**src/rtl/core/dbe_pkg.sv**
```systemverilog
// Package for the debounced button event block: state codes, config and
// next-state types, and the four transition tables. No dependencies.
package dbe_pkg;

  localparam int unsigned CodeW  = 5;
  localparam int unsigned TimeW  = 32;
  localparam int unsigned HoldW  = 16;
  localparam int unsigned CfgIdxW = 2;

  typedef logic [CodeW-1:0] code_t;

  localparam code_t ST_U   = 5'd0;
  localparam code_t ST_UA  = 5'd1;
  localparam code_t ST_UI  = 5'd2;
  localparam code_t ST_I   = 5'd3;
  localparam code_t ST_IP  = 5'd4;
  localparam code_t ST_IU  = 5'd5;
  localparam code_t ST_IA  = 5'd6;
  localparam code_t ST_IPA = 5'd7;
  localparam code_t ST_IUA = 5'd8;
  localparam code_t ST_A   = 5'd9;
  localparam code_t ST_AP  = 5'd10;
  localparam code_t ST_AU  = 5'd11;
  localparam code_t ST_AI  = 5'd12;
  localparam code_t ST_API = 5'd13;
  localparam code_t ST_AUI = 5'd14;
  localparam code_t ST_S   = 5'd15;
  localparam code_t ST_SP  = 5'd16;
  localparam code_t ST_SI  = 5'd17;
  localparam code_t ST_SPI = 5'd18;
  localparam code_t ST_IS  = 5'd19;
  localparam code_t ST_ISA = 5'd20;

  // configuration register indexes
  localparam logic [CfgIdxW-1:0] REG_ACTIVE_LEVEL = 2'd0;
  localparam logic [CfgIdxW-1:0] REG_DEBOUNCE_MS  = 2'd1;
  localparam logic [CfgIdxW-1:0] REG_SHORT_HOLD   = 2'd2;

  localparam logic             RST_ACTIVE_LEVEL = 1'b1;
  localparam logic [HoldW-1:0] RST_DEBOUNCE_MS  = 16'd50;
  localparam logic [HoldW-1:0] RST_SHORT_HOLD   = 16'd300;

  typedef struct packed {
    logic             active_level;
    logic [HoldW-1:0] debounce_ms;
    logic [HoldW-1:0] short_hold_ms;
  } cfg_t;

  typedef struct packed {
    code_t            code;
    logic             active;
    logic             change_hit;
    logic [TimeW-1:0] change_time;
  } step_t;

  function automatic code_t edge_next(input code_t s, input logic act);
    code_t r;
    r = s;
    if (act) begin
      unique case (s)
        ST_U, ST_UI: r = ST_UA;
        ST_I:        r = ST_IA;
        ST_IP:       r = ST_IPA;
        ST_IU:       r = ST_IUA;
        ST_AU:       r = ST_AUI;
        ST_AI:       r = ST_A;
        ST_API:      r = ST_AP;
        ST_IS:       r = ST_ISA;
        default:     r = s;
      endcase
    end else begin
      unique case (s)
        ST_U, ST_UA: r = ST_UI;
        ST_A:        r = ST_AI;
        ST_AP:       r = ST_API;
        ST_S:        r = ST_SI;
        ST_SP:       r = ST_SPI;
        ST_IA:       r = ST_I;
        ST_IPA:      r = ST_IP;
        ST_AU:       r = ST_AUI;
        ST_ISA:      r = ST_IS;
        default:     r = s;
      endcase
    end
    return r;
  endfunction

  function automatic code_t stable_next(input code_t s);
    code_t r;
    unique case (s)
      ST_UI, ST_API, ST_SPI: r = ST_I;
      ST_AI, ST_AUI:         r = ST_IU;
      ST_IA, ST_IUA:         r = ST_AU;
      ST_SI:                 r = ST_IS;
      ST_UA, ST_IPA, ST_ISA: r = ST_A;
      default:               r = s;
    endcase
    return r;
  endfunction

  function automatic code_t short_next(input code_t s);
    code_t r;
    unique case (s)
      ST_A, ST_AU, ST_AP: r = ST_S;
      ST_SI:              r = ST_IS;
      ST_SPI:             r = ST_I;
      default:            r = s;
    endcase
    return r;
  endfunction

  function automatic code_t processed_next(input code_t s);
    code_t r;
    unique case (s)
      ST_A, ST_AU:   r = ST_AP;
      ST_AI, ST_AUI: r = ST_API;
      ST_I, ST_IU:   r = ST_IP;
      ST_IA, ST_IUA: r = ST_IPA;
      ST_S:          r = ST_SP;
      ST_SI:         r = ST_SPI;
      ST_IS:         r = ST_IP;
      default:       r = s;
    endcase
    return r;
  endfunction

endpackage

```
**src/rtl/core/dbe_next.sv**
```systemverilog
// Next-state logic for one poll: edge, stable, short-hold, processed tables.
// Depends on dbe_pkg.
module dbe_next
  import dbe_pkg::*;
(
  input  cfg_t             cfg,
  input  code_t            code,
  input  logic             prev_active,
  input  logic [TimeW-1:0] change_time,
  input  logic             command,
  input  logic             pin_level,
  input  logic [TimeW-1:0] now_ms,
  output step_t            step
);

  logic             act;
  logic             hit;
  logic [TimeW-1:0] t_chg;
  logic [TimeW-1:0] elapsed;
  logic             deb_ok;
  logic             hold_ok;
  code_t            c_edge;
  code_t            c_stab;
  code_t            c_hold;

  always_comb begin
    act     = (pin_level == cfg.active_level);
    hit     = (act != prev_active) || (code == ST_U);
    t_chg   = hit ? now_ms : change_time;
    elapsed = now_ms - t_chg;
    // zero hold time disables the table
    deb_ok  = (cfg.debounce_ms != '0) &&
              (elapsed >= {{(TimeW-HoldW){1'b0}}, cfg.debounce_ms});
    hold_ok = (cfg.short_hold_ms != '0) &&
              (elapsed >= {{(TimeW-HoldW){1'b0}}, cfg.short_hold_ms});
    c_edge  = hit ? edge_next(code, act) : code;
    c_stab  = deb_ok ? stable_next(c_edge) : c_edge;
    c_hold  = hold_ok ? short_next(c_stab) : c_stab;

    step.code        = command ? processed_next(c_hold) : c_hold;
    step.active      = act;
    step.change_hit  = hit;
    step.change_time = t_chg;
  end

endmodule

```
**src/rtl/core/debounced_button_event_fsm.sv**
```systemverilog
// Top level of the debounced button event block: input register, state,
// config registers and result register. Depends on dbe_pkg and dbe_next.

// One poll in, one result out. A transfer on the input side lands in an
// input register; from there the button state, last active sense and
// change time are updated through the four transition tables and the result
// is written to the output register. There are two register stages: the
// input register and the result register. A poll can be taken every cycle
// while the result side drains; the state update is one combinational step
// (one 32-bit subtract, two compares, table lookups). Both sides stall
// independently; with out_tready low the input register still fills once.
// The config port is a plain write port and should only be written while no
// poll is in flight. After reset the state is unknown (U), the last sense is
// inactive and the change time zero.
module debounced_button_event_fsm
  import dbe_pkg::*;
(
  input  logic                clk,
  input  logic                rst_n,
  // input channel
  input  logic                in_tvalid,
  output logic                in_tready,
  input  logic [39:0]         in_tdata,   // [0] pin_level, [32:1] now_ms, rest zero
  input  logic                in_tuser,   // [0] command
  // result channel
  output logic                out_tvalid,
  input  logic                out_tready,
  output logic [7:0]          out_tdata,  // [4:0] button_state, [5] is_active
  // config port
  input  logic                cfg_we,
  input  logic [CfgIdxW-1:0]  cfg_index,
  input  logic [HoldW-1:0]    cfg_wdata
);

  cfg_t             cfg_r;
  logic             in_valid_r;
  logic             in_cmd_r;
  logic             in_pin_r;
  logic [TimeW-1:0] in_now_r;
  code_t            code_r;
  logic             prev_active_r;
  logic [TimeW-1:0] change_time_r;
  logic             out_valid_r;
  code_t            out_code_r;
  logic             out_act_r;
  step_t            step;
  logic             fire;
  logic             in_xfer;

  // stage advances when the result register is free or being drained
  assign fire      = in_valid_r && (!out_valid_r || out_tready);
  assign in_tready = !in_valid_r || fire;
  assign in_xfer   = in_tvalid && in_tready;

  assign out_tvalid = out_valid_r;
  assign out_tdata  = {2'b00, out_act_r, out_code_r};

  // config registers; index beyond the list is dropped
  always_ff @(posedge clk) begin
    if (!rst_n) begin
      cfg_r.active_level  <= RST_ACTIVE_LEVEL;
      cfg_r.debounce_ms   <= RST_DEBOUNCE_MS;
      cfg_r.short_hold_ms <= RST_SHORT_HOLD;
    end else if (cfg_we) begin
      unique case (cfg_index)
        REG_ACTIVE_LEVEL: cfg_r.active_level  <= cfg_wdata[0];
        REG_DEBOUNCE_MS:  cfg_r.debounce_ms   <= cfg_wdata;
        REG_SHORT_HOLD:   cfg_r.short_hold_ms <= cfg_wdata;
        default: ;
      endcase
    end
  end

  // input register
  always_ff @(posedge clk) begin
    if (!rst_n) begin
      in_valid_r <= 1'b0;
    end else if (in_tready) begin
      in_valid_r <= in_tvalid;
    end
  end

  always_ff @(posedge clk) begin
    if (in_xfer) begin
      in_cmd_r <= in_tuser;
      in_pin_r <= in_tdata[0];
      in_now_r <= in_tdata[32:1];
    end
  end

  dbe_next u_next (
    .cfg         (cfg_r),
    .code        (code_r),
    .prev_active (prev_active_r),
    .change_time (change_time_r),
    .command     (in_cmd_r),
    .pin_level   (in_pin_r),
    .now_ms      (in_now_r),
    .step        (step)
  );

  // button state
  always_ff @(posedge clk) begin
    if (!rst_n) begin
      code_r        <= ST_U;
      prev_active_r <= 1'b0;
      change_time_r <= '0;
    end else if (fire) begin
      code_r        <= step.code;
      prev_active_r <= step.active;
      change_time_r <= step.change_time;
    end
  end

  // result register
  always_ff @(posedge clk) begin
    if (!rst_n) begin
      out_valid_r <= 1'b0;
    end else if (fire) begin
      out_valid_r <= 1'b1;
    end else if (out_tready) begin
      out_valid_r <= 1'b0;
    end
  end

  always_ff @(posedge clk) begin
    if (fire) begin
      out_code_r <= step.code;
      out_act_r  <= step.active;
    end
  end

  // state codes stay within the 21 defined states
  a_code_range: assert property (@(posedge clk) disable iff (!rst_n)
    out_valid_r |-> (out_code_r <= ST_ISA))
    else $error("button state code out of range");

  // any processed poll leaves the unknown state
  a_leave_unknown: assert property (@(posedge clk) disable iff (!rst_n)
    fire |=> (code_r != ST_U))
    else $error("state still unknown after a poll");

  // result register mirrors the state just written
  a_result_state: assert property (@(posedge clk) disable iff (!rst_n)
    fire |=> (out_code_r == code_r) && (out_act_r == prev_active_r))
    else $error("result does not match updated state");

  // a change always records the poll time
  a_change_time: assert property (@(posedge clk) disable iff (!rst_n)
    (fire && step.change_hit) |=> (change_time_r == $past(in_now_r)))
    else $error("change time not recorded");

endmodule
```
**config.mk**
```make
export PLATFORM = sky130hd
export DESIGN_NAME = debounced_button_event_fsm
export DESIGN_NICKNAME = d
export VERILOG_FILES = /design/src/rtl/core/dbe_pkg.sv /design/src/rtl/core/dbe_next.sv /design/src/rtl/core/debounced_button_event_fsm.sv
export SDC_FILE = /design/constraint.sdc
export NUM_CORES = 1
export LEC_CHECK = 0
export BUFFER_PORTS_ARGS = -buffer_cell sky130_fd_sc_hd__buf_2
export CELL_PAD_IN_SITES_DETAIL_PLACEMENT = 0
export CELL_PAD_IN_SITES_GLOBAL_PLACEMENT = 1
export CORE_AREA = 2 2 142 144
export DETAILED_ROUTE_END_ITERATION = 10
export DIE_AREA = 0 0 144 146
export GPL_TIMING_DRIVEN = 0
export PLACE_DENSITY_LB_ADDON = 0.1
export SYNTH_ARGS = -nofsm -noshare
export SYNTH_HDL_FRONTEND = slang
export SYNTH_SLANG_ARGS = --single-unit
```
**constraint.sdc**
```tcl
create_clock -name clk -period 8 [get_ports clk]
set_input_delay 1.2 -clock clk [delete_from_list [all_inputs] [get_ports clk]]
set_output_delay 1.2 -clock clk [all_outputs]
set_load 0.02 [all_outputs]
```
* Word-level counts from Yosys, hierarchy flattened
Index checks and enable logic that the tools add are counted.
Cells by class: $add $sub $neg 1, order comparisons 2, equality and inequality tests 47, multiplexer cells 13, reduce and logical (&&, ||, !) cells 28
Operators with widths (number):
- $eq 5x4->1 const B | 19
- $ge 32x16->1 | 2
- $eq 5x5->1 const B | 10
- $pmux 5 s9 | 1
- $eq 5x3->1 const B | 8
- $pmux 5 s8 | 1
- $mux 32 | 1
- $reduce_bool 16->1 | 2
- $sub 32x32->32 | 1
- $pmux 5 s6 | 1
- $mux 5 | 5
- $pmux 5 s5 | 1
- $eq 5x2->1 const B | 4
- $pmux 5 s3 | 1
- $reduce_or 2->1 | 7
- $reduce_or 3->1 | 4
- $eq 5x1->1 const B | 2
- $reduce_and 2->1 | 3
- $logic_not 5->1 | 1
- $logic_and 1x1->1 | 4
- $logic_or 1x1->1 | 3
- $eq 2x1->1 const B | 1
- $eq 2x2->1 const B | 1
- $logic_not 1->1 | 2
- 5 further kinds | 6
Storage, ports and cells: flip-flop bits (word level) 113

* Longest topological paths before layout
word-level depth 17, gate-level depth with buffers 33, gate-level depth less buffers 26

* Cells and area by module
A second synthesis with hierarchy kept.
Second synthesis, totals: cell total of the unflattened synthesis 1129, area, all modules 8878.5 um^2
Modules (own cells, without submodules):
- dbe_next | instances 1, cells each 782, area an instance 4892.2 um^2
- debounced_button_event_fsm | instances 1, cells each 347, area an instance 3986.3 um^2

* Worst setup path before layout
No wires, ideal clock.
kind reg2reg, start point register prev_active_r, end point register out_code_r[2], data pin, library setup time 0.260 ns, arrival time 6.234 ns, setup slack 1.506 ns, cell stages (with the launch flop) 31, buffers on the path 6, cell sequence dfxtp_1 -> buf_4 -> xor3_1 -> o21a_1 -> buf_6 -> buf_2 -> clkbuf_1 -> clkbuf_1 -> nand2_1 -> o21ai_0 -> ha_1 -> inv_1 -> ha_1 -> clkbuf_1 -> or3_1 -> o211ai_1 -> ha_1 -> a21o_1 -> a21o_1 -> a21o_1 -> a2111oi_0 -> o211ai_1 -> a2111oi_0 -> nor4bb_1 -> nor2_1 -> a221oi_1 -> and3_1 -> o221ai_2 -> a31oi_4 -> o21bai_1 -> nand2_1
RTL lines:
- start: declaration | RTL line debounced_button_event_fsm.sv:41 | logic prev_active_r;
- start signal: assignment | RTL line debounced_button_event_fsm.sv:110 | prev_active_r <= step.active;
- end signal: assignment | RTL line debounced_button_event_fsm.sv:128 | out_code_r <= step.code;
- end: declaration | RTL line debounced_button_event_fsm.sv:44 | code_t out_code_r;

==> impl_summary.log <==
[metrics] number of flops mapped to enable cells by yosys: 40
[metrics] worst slack, placed: -0.333 ns
[metrics] pins over their slew limit: 0
[metrics] Setup Total Neg Slack: 0 ns
[metrics] pwr/cell area: 294 nW/µm²
[metrics] number of core rows: 51
[metrics] maximum clock path buffer count: 2
[metrics] required time of the critical path: 8.32 ns
[metrics] async set-or-reset flop fraction in the synthesized netlist: 0%
[metrics] Netlist cell types: 87
[metrics] number of primary I/O pins: 74
[metrics] Area growth syn-to-layout: 15.9%
[metrics] Setup crit end kind: register
[metrics] register clock-pin slew on the reported worst setup and hold paths: 0.07 ns
[metrics] overall fraction of global-route tracks in use: 25.1%
[metrics] static leakage: 4.11 nW
[metrics] flip-flop and latch count after synthesis: 113
[metrics] arrival time worst endpoint: 7.92 ns
[metrics] Port-buffer cells: 63
[metrics] highest ir drop seen on vdd: 0.151 mV
[metrics] number of global-route vias before repair: 7863
[metrics] area share of the leading cell type in the synthesized netlist: 16.5%
[metrics] RSZ-0062 raised after global routing: false
[metrics] sequential area share after synthesis: 30.1%
[metrics] cell area after layout: 10200 µm²
[metrics] smallest setup slack after layout: 0.399 ns
[metrics] Remaining Overflow, GRT: 0
[metrics] clk_lat worst skew: 0.43 ns
[metrics] initial antenna violation count: 0
[metrics] TritonCTS clock tree: built
[metrics] per-cell via count in the routed design: 5.79
[metrics] share of cells above drive strength 1: 13.1%
[metrics] placed instance count: 1423
[metrics] WL/cell: 17.7 µm
[metrics] most used flip-flop cell after synthesis: sky130_fd_sc_hd__dfxtp_1
[metrics] number of hold violations in the final report: 0
[metrics] leading area contributor after synthesis: sky130_fd_sc_hd__dfxtp_1
[metrics] horizontal die dimension: 144 µm
[metrics] commonest cells after routing, fill and taps aside: 185 x sky130_fd_sc_hd__nand2_1, 73 x sky130_fd_sc_hd__dfxtp_1, 72 x sky130_fd_sc_hd__buf_2, 54 x sky130_fd_sc_hd__nor2_1
[metrics] leading cell type in the layout, fill and taps excluded: sky130_fd_sc_hd__nand2_1
[metrics] type of the setup path with the least slack: reg -> reg
[metrics] total number of H-tree levels: 4
[metrics] Die Footprint: 21000 µm²
[metrics] synthesis warning total: 0
[metrics] TritonCTS Sinks: 113
[metrics] kind of path behind the tightest hold check: reg -> reg
[metrics] max frequency: 132 MHz
[metrics] worst clock skew: 0.0110 ns
[metrics] number of DRC violations after detailed-routing iteration 0: 558
[metrics] post-synthesis cell count: 1094
[metrics] DR DRC count: 0
[metrics] Setup violations, final: 0
[metrics] clock root buffer master: sky130_fd_sc_hd__clkbuf_16
[metrics] final weighted congestion in routability-driven placement: 0.937
[metrics] measured slew at the worst slew-check pin: 0.979 ns
[metrics] pin count of the biggest net entering global routing: 35
[metrics] Placed Instance Area: 9490 µm²
[metrics] Final nets: 1294
[metrics] wire length of the first global-routing pass: 41.8 mm
[metrics] iteration count of the initial detailed-routing pass: 6
[metrics] final std cells w/o fill: 1458
[metrics] leading cell types by total area after synthesis: sky130_fd_sc_hd__dfxtp_1 17%, sky130_fd_sc_hd__edfxtp_1 14%, sky130_fd_sc_hd__nand2_1 7.9%
[metrics] mean post-synth cell area: 8.08 µm²
[metrics] via count: 8436
[metrics] final core occ: 53.0%
[metrics] aggregate routed wire length: 25.8 mm
[metrics] Initial Util: 45.7%
[metrics] fraction of the cycle the final worst path needs: 95.0%
[metrics] WHS: 0.465 ns
[metrics] slew margin rel.: 34.5%
[metrics] core region area: 19300 µm²
[metrics] Critical Path Start Type: register
[metrics] worst-path fanout max: 10
[metrics] antenna viol nets, final: 0
[metrics] final period demand of the worst path: 7.60 ns
[metrics] number of clock buffers inserted by TritonCTS: 17
[metrics] status: complete, no violations
[metrics] detailed placement HPWL: 20.1 mm
[metrics] overall power: 3.01 mW
[metrics] Die Height: 146 µm
[metrics] number of maximum-capacitance constraint violations: 0
[metrics] netlist area before placement: 8840 µm²
[routing by layer]
metal  track usage [%]  share of wire (%)
met2              40.2                 45
met4              8.14                2.6
met5                 0                  0
met1              34.7                 47
met3              3.85                5.0
[worst max-delay path, stage by stage (launching register included)]
cell	delay (ns)
sky130_fd_sc_hd__dfxtp_1	0.29
sky130_fd_sc_hd__buf_2	0.17
sky130_fd_sc_hd__or4_4	0.52
sky130_fd_sc_hd__o21ai_4	0.29
sky130_fd_sc_hd__buf_4	0.25
sky130_fd_sc_hd__clkbuf_2	0.35
sky130_fd_sc_hd__buf_2	0.40
sky130_fd_sc_hd__mux2i_1	0.13
sky130_fd_sc_hd__ha_1	0.28
sky130_fd_sc_hd__clkbuf_1	0.30
sky130_fd_sc_hd__nand2_1	0.22
sky130_fd_sc_hd__o31ai_1	0.52
sky130_fd_sc_hd__a311oi_1	0.13
sky130_fd_sc_hd__a21oi_2	0.32
sky130_fd_sc_hd__a21oi_1	0.13
sky130_fd_sc_hd__xnor2_1	0.25
sky130_fd_sc_hd__o2111ai_1	0.38
sky130_fd_sc_hd__or2_1	0.36
sky130_fd_sc_hd__or4_1	0.58
sky130_fd_sc_hd__a311oi_1	0.49
sky130_fd_sc_hd__or2_2	0.25
sky130_fd_sc_hd__o311a_4	0.20
sky130_fd_sc_hd__a31oi_4	0.10
sky130_fd_sc_hd__o31a_1	0.35
sky130_fd_sc_hd__a31o_1	0.23
[final cells by class]
cell class,count,area (µm²)
antenna,3,7.51
buffer,60,285
clock buffer,18,450
clock inverter,14,131
fill,1932,9090
inverter,48,180
multi-input combinational,872,5870
sequential,113,2660
tap,265,332
timing repair buffer,65,330
[sequential cells by signal (all words and copies together), names as in the netlist, 5 cells and up]
register / count
change_time_r: 32
in_now_r: 32
cfg_r: 33
code_r: 5
out_code_r: 5
[power breakdown]
| group | internal, mW | switching [mW] |
|---|---|---|
| sequential | 0.650 | 0.0298 |
| combinational | 0.614 | 0.958 |
| clock | 0.431 | 0.329 |
| total | 1.70 | 1.32 |
[cells by family (layout without fill, tap and decap cells)]
family          Yosys count  after routing  synth area share, %
fa+ha+maj                57             57                 7.95
xor+xnor                 30             30                 3.14
other cells               1              5               0.0424
mux                      28             28                 3.20
simple gates            413            413                 22.8
flops                   113            113                 30.1
compound gates          342            342                 27.5
buf+inv                 110            205                 5.25
[synthesized netlist by cell type (all sizes together), types with 5 or more instances]
library cell and instances:
a2111oi 5, a211o 5, a211oi 18, a21boi 51, a21o 24, a21oi 57
a221oi 8, a311oi 5, a31oi 18, and2 7, and3 9, and4 6
buf 19, clkbuf 43, dfxtp 73, edfxtp 40, ha 53, inv 48
mux2i 26, nand2 185, nand2b 21, nand3 22, nand4 11, nor2 55
nor2b 26, nor3 20, nor4 13, o211a 8, o211ai 19, o21a 9
o21ai 60, o31ai 7, o41ai 5, or3 13, or4 6, xnor2 14
xor2 15
[final timing paths]
check / from / to / slack (ns) / depth (start not counted)
max: code_r[2] / code_r[1] / 0.40 / 24
min: change_time_r[28] / change_time_r[28] / 0.46 / 2
max reg2reg: code_r[2] / code_r[1] / 0.40 / 24
min reg2reg: change_time_r[28] / change_time_r[28] / 0.46 / 2
[timing repair]
item	CTS	global route
endpoints found under the setup margin	10	10
resized for setup	7	32
hold buffers	0	0
buffers inserted	0	2
pin swaps	0	2
Note: power is estimated with default switching activity, not from simulation.
